## src/rtl/core/fpda_pkg.sv

```systemverilog
// Shared types, constants and the power-of-ten table for the decimal ASCII converter.
`default_nettype none

package fpda_pkg;

  // Fixed field widths of the beats
  localparam int unsigned VALUE_W = 50;
  localparam int unsigned PREC_W  = 5;
  localparam int unsigned CHAR_W  = 8;

  // Defaults for the top-level parameters
  localparam int unsigned FRAC_BITS_DEF  = 32;
  localparam int unsigned MAX_DIGITS_DEF = 15;

  // Integer part after the range check never exceeds 100000
  localparam int unsigned RANGE_LIMIT = 100000;
  localparam int unsigned IP_W        = 17;
  localparam int unsigned EXP_W       = 3;
  localparam int unsigned DIG_W       = 4;

  // ASCII codes
  localparam logic [CHAR_W-1:0] CH_SPACE = 8'h20;
  localparam logic [CHAR_W-1:0] CH_MINUS = 8'h2D;
  localparam logic [CHAR_W-1:0] CH_POINT = 8'h2E;
  localparam logic [CHAR_W-1:0] CH_QUERY = 8'h3F;
  localparam logic [CHAR_W-1:0] CH_ZERO  = 8'h30;
  localparam logic [CHAR_W-1:0] CH_NONE  = 8'h00;

  // Input beat
  typedef struct packed {
    logic signed [VALUE_W-1:0] value;
    logic [PREC_W-1:0]         precision;
  } in_t;

  // Output beat
  typedef struct packed {
    logic [CHAR_W-1:0] char_code;
    logic              last_of_run;
    logic              rejected;
  } out_t;

  // Power of ten for an integer place, units to ten-thousands
  function automatic logic [IP_W-1:0] pow10(input logic [EXP_W-1:0] e);
    logic [IP_W-1:0] p;
    unique case (e)
      3'd0:    p = IP_W'(1);
      3'd1:    p = IP_W'(10);
      3'd2:    p = IP_W'(100);
      3'd3:    p = IP_W'(1000);
      3'd4:    p = IP_W'(10000);
      default: p = IP_W'(10000);
    endcase
    return p;
  endfunction

endpackage

`default_nettype wire

```

## src/rtl/core/fpda_digit_unit.sv

```systemverilog
// Shared digit arithmetic: compare-and-subtract for integer places, times ten for fraction places.
`default_nettype none

module fpda_digit_unit #(
  parameter int unsigned FRAC_BITS = fpda_pkg::FRAC_BITS_DEF
) (
  input  wire logic [fpda_pkg::IP_W-1:0]   ip_i,
  input  wire logic [fpda_pkg::IP_W-1:0]   pow_i,
  input  wire logic [FRAC_BITS-1:0]        fr_i,
  output logic                             ge_o,
  output logic [fpda_pkg::IP_W-1:0]        ip_diff_o,
  output logic [fpda_pkg::DIG_W-1:0]       fdig_o,
  output logic [FRAC_BITS-1:0]             fr_next_o
);

  localparam int unsigned PROD_W = FRAC_BITS + fpda_pkg::DIG_W;

  logic [fpda_pkg::IP_W:0] diff;
  logic [PROD_W-1:0]       prod;

  // One subtract step; the borrow tells whether the place value still fits
  assign diff      = {1'b0, ip_i} - {1'b0, pow_i};
  assign ge_o      = ~diff[fpda_pkg::IP_W];
  assign ip_diff_o = diff[fpda_pkg::IP_W-1:0];

  // fraction * 10 as (fr << 3) + (fr << 1); the carry-out is the next digit
  assign prod      = {1'b0, fr_i, 3'b000} + {3'b000, fr_i, 1'b0};
  assign fdig_o    = prod[PROD_W-1:FRAC_BITS];
  assign fr_next_o = prod[FRAC_BITS-1:0];

endmodule

`default_nettype wire

```

## src/rtl/core/fixed_point_to_decimal_ascii.sv

```systemverilog
// Top level: signed Q.FRAC_BITS number to an ASCII decimal byte run, one byte per beat.
// Flow: an accepted item is checked first, then bytes go out one per cycle while the
//   output is not stalled; each integer digit is first found by repeated subtraction.
// Items: one item at a time, up to 19 bytes per item; the shared compare-and-subtract
//   unit sets the integer digit time.
// Reset: asynchronous, active low; the sequencer returns to idle and the output empties.
`default_nettype none

module fixed_point_to_decimal_ascii #(
  parameter int unsigned FRAC_BITS  = fpda_pkg::FRAC_BITS_DEF,
  parameter int unsigned MAX_DIGITS = fpda_pkg::MAX_DIGITS_DEF
) (
  input  wire logic           clk_i,
  input  wire logic           rst_ni,
  input  wire logic           in_valid_i,
  output logic                in_stall_o,
  input  wire fpda_pkg::in_t  in_data_i,
  output logic                out_valid_o,
  input  wire logic           out_stall_i,
  output fpda_pkg::out_t      out_data_o
);

  localparam int unsigned VALUE_W = fpda_pkg::VALUE_W;
  localparam int unsigned IP_W    = fpda_pkg::IP_W;
  localparam int unsigned EXP_W   = fpda_pkg::EXP_W;
  localparam int unsigned DIG_W   = fpda_pkg::DIG_W;
  localparam int unsigned CNT_W   = $clog2(MAX_DIGITS + 1);
  localparam int unsigned CMP_W   = (IP_W + FRAC_BITS > VALUE_W) ? IP_W + FRAC_BITS : VALUE_W;
  localparam logic [CMP_W-1:0] MAG_LIMIT = CMP_W'(fpda_pkg::RANGE_LIMIT) << FRAC_BITS;
  localparam logic [fpda_pkg::PREC_W-1:0] PREC_LIMIT = fpda_pkg::PREC_W'(MAX_DIGITS);

  // Sequencer states
  localparam logic [3:0] S_IDLE  = 4'd0;
  localparam logic [3:0] S_CHECK = 4'd1;
  localparam logic [3:0] S_SPACE = 4'd2;
  localparam logic [3:0] S_MINUS = 4'd3;
  localparam logic [3:0] S_ISUB  = 4'd4;
  localparam logic [3:0] S_COLON = 4'd5;
  localparam logic [3:0] S_PAD   = 4'd6;
  localparam logic [3:0] S_POINT = 4'd7;
  localparam logic [3:0] S_FRAC  = 4'd8;

  logic [3:0]                   state_q, state_d;
  logic [VALUE_W-1:0]           val_q, val_d;
  logic [fpda_pkg::PREC_W-1:0]  prec_q, prec_d;
  logic                         neg_q, neg_d;
  logic                         bad_q, bad_d;
  logic [IP_W-1:0]              ip_q, ip_d;
  logic [FRAC_BITS-1:0]         fr_q, fr_d;
  logic [EXP_W-1:0]             e_q, e_d;
  logic [DIG_W-1:0]             dig_q, dig_d;
  logic [CNT_W-1:0]             left_q, left_d;

  logic                         out_valid_q;
  fpda_pkg::out_t               out_q;
  logic                         out_free;
  logic                         emit_en;
  fpda_pkg::out_t               emit_data;

  logic [VALUE_W-1:0]           mag;
  logic [IP_W-1:0]              ip_chk;
  logic [EXP_W-1:0]             e_chk;

  logic                         unit_ge;
  logic [IP_W-1:0]              unit_ip_diff;
  logic [DIG_W-1:0]             unit_fdig;
  logic [FRAC_BITS-1:0]         unit_fr_next;

  assign in_stall_o  = (state_q != S_IDLE);
  assign out_valid_o = out_valid_q;
  assign out_data_o  = out_q;
  assign out_free    = ~out_valid_q | ~out_stall_i;

  // Magnitude, integer part and its highest decimal place for the check cycle
  assign mag    = val_q[VALUE_W-1] ? (~val_q + VALUE_W'(1)) : val_q;
  assign ip_chk = IP_W'(mag >> FRAC_BITS);

  always_comb begin
    priority if (ip_chk >= fpda_pkg::pow10(3'd4)) begin
      e_chk = 3'd4;
    end else if (ip_chk >= fpda_pkg::pow10(3'd3)) begin
      e_chk = 3'd3;
    end else if (ip_chk >= fpda_pkg::pow10(3'd2)) begin
      e_chk = 3'd2;
    end else if (ip_chk >= fpda_pkg::pow10(3'd1)) begin
      e_chk = 3'd1;
    end else begin
      e_chk = 3'd0;
    end
  end

  fpda_digit_unit #(
    .FRAC_BITS(FRAC_BITS)
  ) u_digit (
    .ip_i      (ip_q),
    .pow_i     (fpda_pkg::pow10(e_q)),
    .fr_i      (fr_q),
    .ge_o      (unit_ge),
    .ip_diff_o (unit_ip_diff),
    .fdig_o    (unit_fdig),
    .fr_next_o (unit_fr_next)
  );

  // Sequencer
  always_comb begin
    state_d   = state_q;
    val_d     = val_q;
    prec_d    = prec_q;
    neg_d     = neg_q;
    bad_d     = bad_q;
    ip_d      = ip_q;
    fr_d      = fr_q;
    e_d       = e_q;
    dig_d     = dig_q;
    left_d    = left_q;
    emit_en   = 1'b0;
    emit_data = '{char_code: fpda_pkg::CH_ZERO, last_of_run: 1'b0, rejected: 1'b0};

    unique case (state_q)
      S_IDLE: begin
        if (in_valid_i) begin
          val_d   = in_data_i.value;
          prec_d  = in_data_i.precision;
          state_d = S_CHECK;
        end
      end

      S_CHECK: begin
        neg_d   = val_q[VALUE_W-1];
        bad_d   = (CMP_W'(mag) > MAG_LIMIT) || (prec_q > PREC_LIMIT);
        ip_d    = ip_chk;
        fr_d    = mag[FRAC_BITS-1:0];
        e_d     = e_chk;
        state_d = S_SPACE;
      end

      S_SPACE: begin
        if (out_free) begin
          emit_en = 1'b1;
          if (bad_q) begin
            emit_data = '{char_code: fpda_pkg::CH_NONE, last_of_run: 1'b1, rejected: 1'b1};
            state_d   = S_IDLE;
          end else begin
            emit_data.char_code = fpda_pkg::CH_SPACE;
            if (neg_q) begin
              state_d = S_MINUS;
            end else if (prec_q == '0) begin
              state_d = S_PAD;
            end else begin
              dig_d   = '0;
              left_d  = CNT_W'(prec_q);
              state_d = S_ISUB;
            end
          end
        end
      end

      S_MINUS: begin
        if (out_free) begin
          emit_en             = 1'b1;
          emit_data.char_code = fpda_pkg::CH_MINUS;
          if (prec_q == '0) begin
            state_d = S_PAD;
          end else begin
            dig_d   = '0;
            left_d  = CNT_W'(prec_q);
            state_d = S_ISUB;
          end
        end
      end

      // Integer digit by repeated subtraction, then emit; a digit of ten gets '?' first
      S_ISUB, S_COLON: begin
        if (state_q == S_ISUB && unit_ge) begin
          ip_d  = unit_ip_diff;
          dig_d = dig_q + DIG_W'(1);
        end else if (out_free) begin
          emit_en = 1'b1;
          if (state_q == S_ISUB && dig_q > DIG_W'(9)) begin
            emit_data.char_code = fpda_pkg::CH_QUERY;
            state_d             = S_COLON;
          end else begin
            emit_data.char_code   = fpda_pkg::CH_ZERO + fpda_pkg::CHAR_W'(dig_q);
            emit_data.last_of_run = (left_q == CNT_W'(1)) && (e_q == '0);
            if (left_q == CNT_W'(1)) begin
              if (e_q == '0) begin
                state_d = S_IDLE;
              end else begin
                e_d     = e_q - EXP_W'(1);
                state_d = S_PAD;
              end
            end else begin
              left_d = left_q - CNT_W'(1);
              if (e_q == '0) begin
                state_d = S_POINT;
              end else begin
                e_d     = e_q - EXP_W'(1);
                dig_d   = '0;
                state_d = S_ISUB;
              end
            end
          end
        end
      end

      // Integer places the digit count did not reach
      S_PAD: begin
        if (out_free) begin
          emit_en               = 1'b1;
          emit_data.last_of_run = (e_q == '0);
          if (e_q == '0) begin
            state_d = S_IDLE;
          end else begin
            e_d = e_q - EXP_W'(1);
          end
        end
      end

      S_POINT: begin
        if (out_free) begin
          emit_en             = 1'b1;
          emit_data.char_code = fpda_pkg::CH_POINT;
          state_d             = S_FRAC;
        end
      end

      // Fraction digit: carry-out of fraction * 10
      S_FRAC: begin
        if (out_free) begin
          emit_en               = 1'b1;
          emit_data.char_code   = fpda_pkg::CH_ZERO + fpda_pkg::CHAR_W'(unit_fdig);
          emit_data.last_of_run = (left_q == CNT_W'(1));
          fr_d                  = unit_fr_next;
          left_d                = left_q - CNT_W'(1);
          if (left_q == CNT_W'(1)) begin
            state_d = S_IDLE;
          end
        end
      end

      default: begin
        state_d = S_IDLE;
      end
    endcase
  end

  // Control state
  always_ff @(posedge clk_i or negedge rst_ni) begin
    if (!rst_ni) begin
      state_q     <= S_IDLE;
      out_valid_q <= 1'b0;
    end else begin
      state_q <= state_d;
      if (emit_en) begin
        out_valid_q <= 1'b1;
      end else if (!out_stall_i) begin
        out_valid_q <= 1'b0;
      end
    end
  end

  // Working registers and output beat
  always_ff @(posedge clk_i) begin
    val_q  <= val_d;
    prec_q <= prec_d;
    neg_q  <= neg_d;
    bad_q  <= bad_d;
    ip_q   <= ip_d;
    fr_q   <= fr_d;
    e_q    <= e_d;
    dig_q  <= dig_d;
    left_q <= left_d;
    if (emit_en) begin
      out_q <= emit_data;
    end
  end

  // A rejected beat is a lone zero byte closing its run
  assert property (@(posedge clk_i) disable iff (!rst_ni)
    out_valid_o && out_data_o.rejected |-> out_data_o.last_of_run
      && (out_data_o.char_code == fpda_pkg::CH_NONE))
    else $error("rejected beat malformed");

  // An accepted item always goes through the check cycle next
  assert property (@(posedge clk_i) disable iff (!rst_ni)
    in_valid_i && !in_stall_o |=> state_q == S_CHECK)
    else $error("accepted item skipped the check");

  // The subtract loop never runs a digit past ten
  assert property (@(posedge clk_i) disable iff (!rst_ni)
    (state_q == S_ISUB) |-> (dig_q <= DIG_W'(10)))
    else $error("integer digit overran");

  // The sequencer only returns to idle on the last byte of a run
  assert property (@(posedge clk_i) disable iff (!rst_ni)
    (state_q != S_IDLE) && (state_q != S_CHECK) && (state_d == S_IDLE)
      |-> emit_en && emit_data.last_of_run)
    else $error("run ended without a last byte");

endmodule

`default_nettype wire

```

## config.mk

```make
export PLATFORM = sky130hd
export DESIGN_NAME = fixed_point_to_decimal_ascii
export DESIGN_NICKNAME = d
export VERILOG_FILES = /design/src/rtl/core/fpda_pkg.sv /design/src/rtl/core/fpda_digit_unit.sv /design/src/rtl/core/fixed_point_to_decimal_ascii.sv
export SDC_FILE = /design/constraint.sdc
export NUM_CORES = 1
export LEC_CHECK = 0
export ABC_AREA = 1
export BUFFER_PORTS_ARGS = -buffer_cell sky130_fd_sc_hd__buf_2
export CORE_MARGIN = 3
export CORE_UTILIZATION = 30
export DETAILED_ROUTE_END_ITERATION = 10
export PLACE_DENSITY = 0.45
export RECOVER_POWER = 25
export SLEW_MARGIN = 20
export SYNTH_ARGS = -nofsm -noshare
export SYNTH_HDL_FRONTEND = slang
export SYNTH_SLANG_ARGS = --single-unit
```

## constraint.sdc

```tcl
create_clock -name clk_i -period 9.1 [get_ports clk_i]
set_input_delay 0.455 -clock clk_i [delete_from_list [all_inputs] [get_ports clk_i]]
set_output_delay 0.455 -clock clk_i [all_outputs]
set_load 0.03 [all_outputs]
```

; ---- Word level (Yosys, flattened, before mapping)
; Cells that the tools add are included.
[word_totals]
reg_bits = 132
latchBits = 0
ram_bits = 0
rom_bits = 0
in_bits = 59
out_inout_bits = 12
elab_cells = 163
n_memories = 0
[classes]
n_addsub = 8
multipliers = 0
div = 0
n_lt_le_gt_ge = 7
n_eq_ne = 32
n_shift = 0
mux = 74
n_bitwise = 5
reduce_logical = 23
[ops]
columns = op, count
row1 = 4-bit 2-to-1 mux, 34
row2 = 32-bit case mux with 2 select lines, 1
row3 = 14-bit case mux with 4 select lines, 1
row4 = "50-bit by 1-bit adder with 50-bit output, second input constant", 1
row5 = "50-bit by 49-bit > comparator with 1-bit output, second input constant", 1
row6 = 50-bit 2-to-1 mux, 1
row7 = 50-bit inverter, 1
row8 = 8-bit case mux with 5 select lines, 1
row9 = 35-bit by 33-bit adder with 36-bit output, 1
row10 = 17-bit case mux with 2 select lines, 1
row11 = 32-bit 2-to-1 mux, 1
row12 = 4-bit case mux with 8 select lines, 1
row13 = "2-bit inequality test, second input constant", 15
row14 = 3-bit 2-to-1 mux, 7
row15 = 10-bit AND reduction, 2
row16 = 9-bit 2-to-1 mux, 2
row17 = 17-bit by 14-bit subtractor with 18-bit output, 1
row18 = "17-bit by 10-bit >= comparator with 1-bit output, second input constant", 1
row19 = "17-bit by 14-bit >= comparator with 1-bit output, second input constant", 1
row20 = "17-bit by 4-bit >= comparator with 1-bit output, second input constant", 1
row21 = "17-bit by 7-bit >= comparator with 1-bit output, second input constant", 1
row22 = 17-bit 2-to-1 mux, 1
row23 = "4-bit by 3-bit equality test with 1-bit output, second input constant", 4
row24 = 8-bit 2-to-1 mux, 2
row25 = other kinds (38), 66

; ---- Logic depth before layout (Yosys ltp)
[depth]
depth_word = 9
ltp_mapped = 20
ltp_nobuf = 20

; ---- By module
; From an unflattened synthesis, not the netlist that was laid out.
[hier_totals]
cells_unflattened = 1579
area_unflattened_um2 = 10845.4
[by_module_without_submodules]
columns = module, n_inst, cells_per_inst, area_each_um2, seq_area_each_um2
row1 = fixed_point_to_decimal_ascii, 1, 920, 7552.2, 3878.7
row2 = fpda_digit_unit, 1, 659, 3293.2, 0.0

; ---- Worst setup path before layout
; Ideal clock, no wire load.
[synth_timing]
kind = register -> register
start = register state_q[1]
end = register prec_q[0] (netlist name), enable pin
setup_time_ns = 0.468
arrival_ns = 3.270
required_ns = 8.632
setup_slack_ns = 5.362
path_stages_with_launch = 7
path_buffers = 1
period_less_slack_ns = 3.738
path_cell_list = dfrtp_1 > clkbuf_1 > nor2_1 > inv_1 > nor2_1 > inv_1 > nor2_1
[synth_between]
elab_chain_len = 2
[synth_rtl]
columns = element, line
row1 = from (decl), fixed_point_to_decimal_ascii.sv:43  ; logic [3:0] state_q, state_d;
row2 = from (signal assigned), fixed_point_to_decimal_ascii.sv:253  ; state_q <= state_d;
row3 = 4-bit logical NOT, fixed_point_to_decimal_ascii.sv:119  ; unique case (state_q)
row4 = 2-bit AND reduction (no source line), n/a
row5 = to (signal assigned), fixed_point_to_decimal_ascii.sv:265  ; prec_q <= prec_d;
row6 = to (decl), fixed_point_to_decimal_ascii.sv:45  ; logic [fpda_pkg::PREC_W-1:0] prec_q, prec_d;
; No other way between the ends.
; A chain may end at the register's enable or synchronous reset.

; ---- Final worst setup path
[layout_timing]
start = register val_q[49]
end = register bad_q, data pin
[layout_between]
elab_chain_len = 5
[layout_rtl]
columns = element, line
row1 = from (decl), fixed_point_to_decimal_ascii.sv:44  ; logic [VALUE_W-1:0] val_q, val_d;
row2 = from (signal assigned), fixed_point_to_decimal_ascii.sv:264  ; val_q <= val_d;
row3 = 50-bit inverter, fixed_point_to_decimal_ascii.sv:75  ; assign mag = val_q[VALUE_W-1] ? (~val_q + VALUE_W'(1)) : val_q;
row4 = 50-bit by 1-bit adder with 50-bit output, fixed_point_to_decimal_ascii.sv:75
row5 = 50-bit 2-to-1 mux (*), fixed_point_to_decimal_ascii.sv:75
row6 = 50-bit by 49-bit > comparator with 1-bit output (*), fixed_point_to_decimal_ascii.sv:130  ; bad_d = (CMP_W'(mag) > MAG_LIMIT) || (prec_q > PREC_LIMIT);
row7 = 1-bit logical OR (*), fixed_point_to_decimal_ascii.sv:130
row8 = to (signal assigned), fixed_point_to_decimal_ascii.sv:267  ; bad_q <= bad_d;
row9 = to (decl), fixed_point_to_decimal_ascii.sv:47  ; logic bad_q, bad_d;
; Every way passes the cells marked *; elsewhere a longest branch is shown, timed or not.

==> summary.md <==
| Metric | Value |
|---|---|
| Run status | finished with violations |
| Failing checks | capacitance limit, slew limit |
| Flops & latches, synth | 130 |
| CTS clk-pin slew, worst paths | 0.06 ns |
| Sequential element share of the synthesized area | 38.8% |
| Max rail drop VDD | 201 uV |
| Static leakage | 4.91 nW |
| # resized after CTS | 0 |
| DP Wirelength | about 22 mm |
| Final nets | 1520 |
| Die area | 0.0356 mm^2 |
| CP top delay family | buffers and inverters |
| CP Data Required Time | 9.30 ns |
| Critical-path cell list | clkbuf_1, inv_1, nor2_1, nor2_4, nand3_1, nand2_1, nor2_1, nand2_1, nor2_1, nand2_1, nor2_1, nand3_1, nand2_1, nand2_1 |
| Residual DRC | 0 |
| Total gr overflow | 0 |
| Setup CP Type | reg -> reg |
| Total GRT Usage | 16.1% |
| Core box area | 0.0327 mm^2 |
| Endpoints failing hold | 0 |
| Top Ports | 71 |
| First-pass GRT wire length | roughly 45 mm |
| Core Rows | 66 |
| Critical path arrival | 4.91 ns |
| Overall power | 4.03 mW |
| CP endpoint kind | flop |
| Commonest non-fill, non-tap cells in the layout | 355 x nand2_1, 194 x nor2_1, 143 x inv_1 |
| Syn. warnings | 0 |
| Initial Util | 30.6% |
| Maximum clock path buffer count | 2 |
| IO Port Bufs | 68 |
| Post-synth cell types | 49 |
| Gate Count Post-Synth | approximately 1300 |
| Non-Filler Cell Area, Final | roughly 0.011 mm^2 |
| Cell Pwr Density | 352 mW/mm^2 |
| Setup bufs post-CTS | 0 |
| M1 WL | approximately 14 mm |
| Largest net degree at the start of global routing | 56 |
| Slowest stage delay, CP | 1.84 ns |
| Top sig layer | met4 |
| Via count | just under 9000 |
| Largest area contributor in the netlist | edfxtp_1 |
| DR iter-0 viols | 483 |
| Synthesis-to-finish area growth | 14.5% |
| Tightest Hold Check Type | in -> reg |
| Setup TNS | 0 ns |
| FMAX | 212 MHz |
| Routed met3 length | just over 1 mm |
| Die width | ~190 um |
| Initial antenna violation count | 0 |
| Vias per cell | 4.75 |
| Crit path buffers/inverters | 2 |
| Layout cells sized above 1 | 10.9% |
| Placed cell area | 0.0108 mm^2 |
| TritonCTS Buffers | 17 |
| Met2 wire len | 12.5 mm |
| Die Span Y | about 190 um |
| Tcrit/Tclk final | 51.8% |
| Final ANT Viol Nets | 0 |
| Post-Syn Area | 0.0100 mm^2 |
| Worst Path Max Fanout | 51 |
| Commonest non-fill, non-tap cell in the layout | nand2_1 |
| CP startpoint kind | flop |
| Router iterations before antenna repair | 5 |
| Setup Skew | 0.0135 ns |
| Clock Sink Count | 130 |
| Crit path time final | approximately 4.7 ns |
| Critical path's most frequent cell | nand2_1 |
| WL final | 27.9 mm |
| Routability Congestion | 0.872 |
| Clk_lat worst skew | approximately 0.44 ns |
| Final Max Slew Viols | between 50 and 60 |
| Fillers | 3555 |
| Yosys top cell area share | 37.5% |
| Critical path's slowest cell | clkbuf_1 |
| RSZ-0062 raised after global routing | no |
| Root Driver | clkbuf_16 |
| Vias in the first global route | 8760 |
| MaxCap Viol Count | 1 |
| Slew margin rel. | -74.8% |
| Avg WL per Cell | 15.0 um |
| Post-CTS Hold Buffers | 1 |
| # setup viols final | 0 |
| Antenna fix cells | 0 |
| H-tree depth | 4 |
| Average size of a mapped cell | 7.51 um^2 |
| Slew @ Worst Pin | around 2.6 ns |
| CTS tree | built |
| Synth area leaders | edfxtp_1 38%, nand2_1 13%, nor2_1 7.3%, ha_1 6.9%, inv_1 5.4% |
[sequential cells by signal (all words and copies together) (netlist names)]
signal,count
bad_q,1
state_q,4
val_q,50
e_q,3
dig_q,4
ip_q,17
out_data_o,8
prec_q,5
neg_q,1
left_q,4
fr_q,32
out_valid_o,1
[synth_stat cells (all sizes together)]
master and number:
a211oi 1, a21boi 2, a21o 10, a21oi 59, a221oi 3, a31oi 9, a32oi 1, buf 7
clkbuf 13, conb 1, dfrtp 5, edfxtp 125, fa 2, ha 55, inv 145, nand2 375
nand3 83, nand3b 8, nand4 21, nor2 211, nor3 14, nor4 6, o2111ai 1, o211a 1
o211ai 4, o21a 2, o21ai 96, o21bai 11, o221ai 1, o22ai 5, o311ai 1, o41ai 1
or2 5, xnor2 19, xor2 28
[cell type report]
class | count | area [um^2] | share of cell area (%)
Clock inverter | 13 | 185 | 1.62
Multi-Input combinational cell | 1037 | 5490 | 47.9
Tap cell | 442 | 553 | 4.83
Sequential cell | 130 | 3880 | 33.9
Timing Repair Buffer | 73 | 368 | 3.21
Clock buffer | 19 | 433 | 3.78
Inverter | 145 | 544 | 4.75
[path summary, 6_finish.rpt]
kind	start	endpoint	slack, ns	cells after the start
worst max register to register	val_q[49]	bad_q	4.39	14
max in group asynchronous	rst_ni	out_valid_o	8.42	2
worst max-delay path	val_q[49]	bad_q	4.39	14
worst min register to register	prec_q[4]	bad_q	0.55	2
worst min-delay path	in_data_i[54]	val_q[49]	0.19	1
min in group asynchronous	rst_ni	state_q[0]	0.43	2
[cell families after synthesis]
logic type | count (synthesis) | share of synthesized area (%)
AO/OA/AOI/OAI | 208 | 12.2
XOR/XNOR | 47 | 4.12
adder cells (fa/ha/maj) | 57 | 7.28
buffers and inverters | 165 | 6.44
flip-flops | 130 | 38.8
other | 1 | 0.0375
AND/OR/NAND/NOR | 723 | 31.2
[worst reg2reg max path: stages (launching register included)]
cell and delay (ns):
edfxtp_1 0.32, clkbuf_1 1.84, inv_1 0.83, nor2_1 0.44
nor2_4 0.12, nand3_1 0.09, nand2_1 0.12, nor2_1 0.10
nand2_1 0.06, nor2_1 0.09, nand2_1 0.06, nor2_1 0.16
nand3_1 0.09, nand2_1 0.11, nand2_1 0.05
[power breakdown]
part,internal [mW],switching [mW],total [mW],leakage [nW]
combinational,0.712,1.46,2.17,3.38
sequential,0.972,0.163,1.13,1.23
clock,0.458,0.269,0.727,0.297
[through the flow]
stage          utilization, %  instances  hold slack, ns  setup WS, ns
2_1_floorplan               -       1332           0.159          5.36
3_3_place_gp             33.1       1826           0.292          5.44
3_5_place_dp             33.1       1826           0.285          5.35
4_1_cts                  35.1       1859           0.156          5.32
5_1_grt                  35.0       1859           0.165          3.89
6_report                 35.0       1859           0.188          4.39
[metal layers]
| metal | track usage [%] | vias up |
|---|---|---|
| met5 | 0 | - |
| met4 | 4.67 | 0 |
| met3 | 2.57 | 27 |
| met2 | 26.1 | 177 |
| met1 | 22.3 | 4029 |
| li1 | - | 4605 |
No activity file was read; power rests on OpenSTA's default activity.
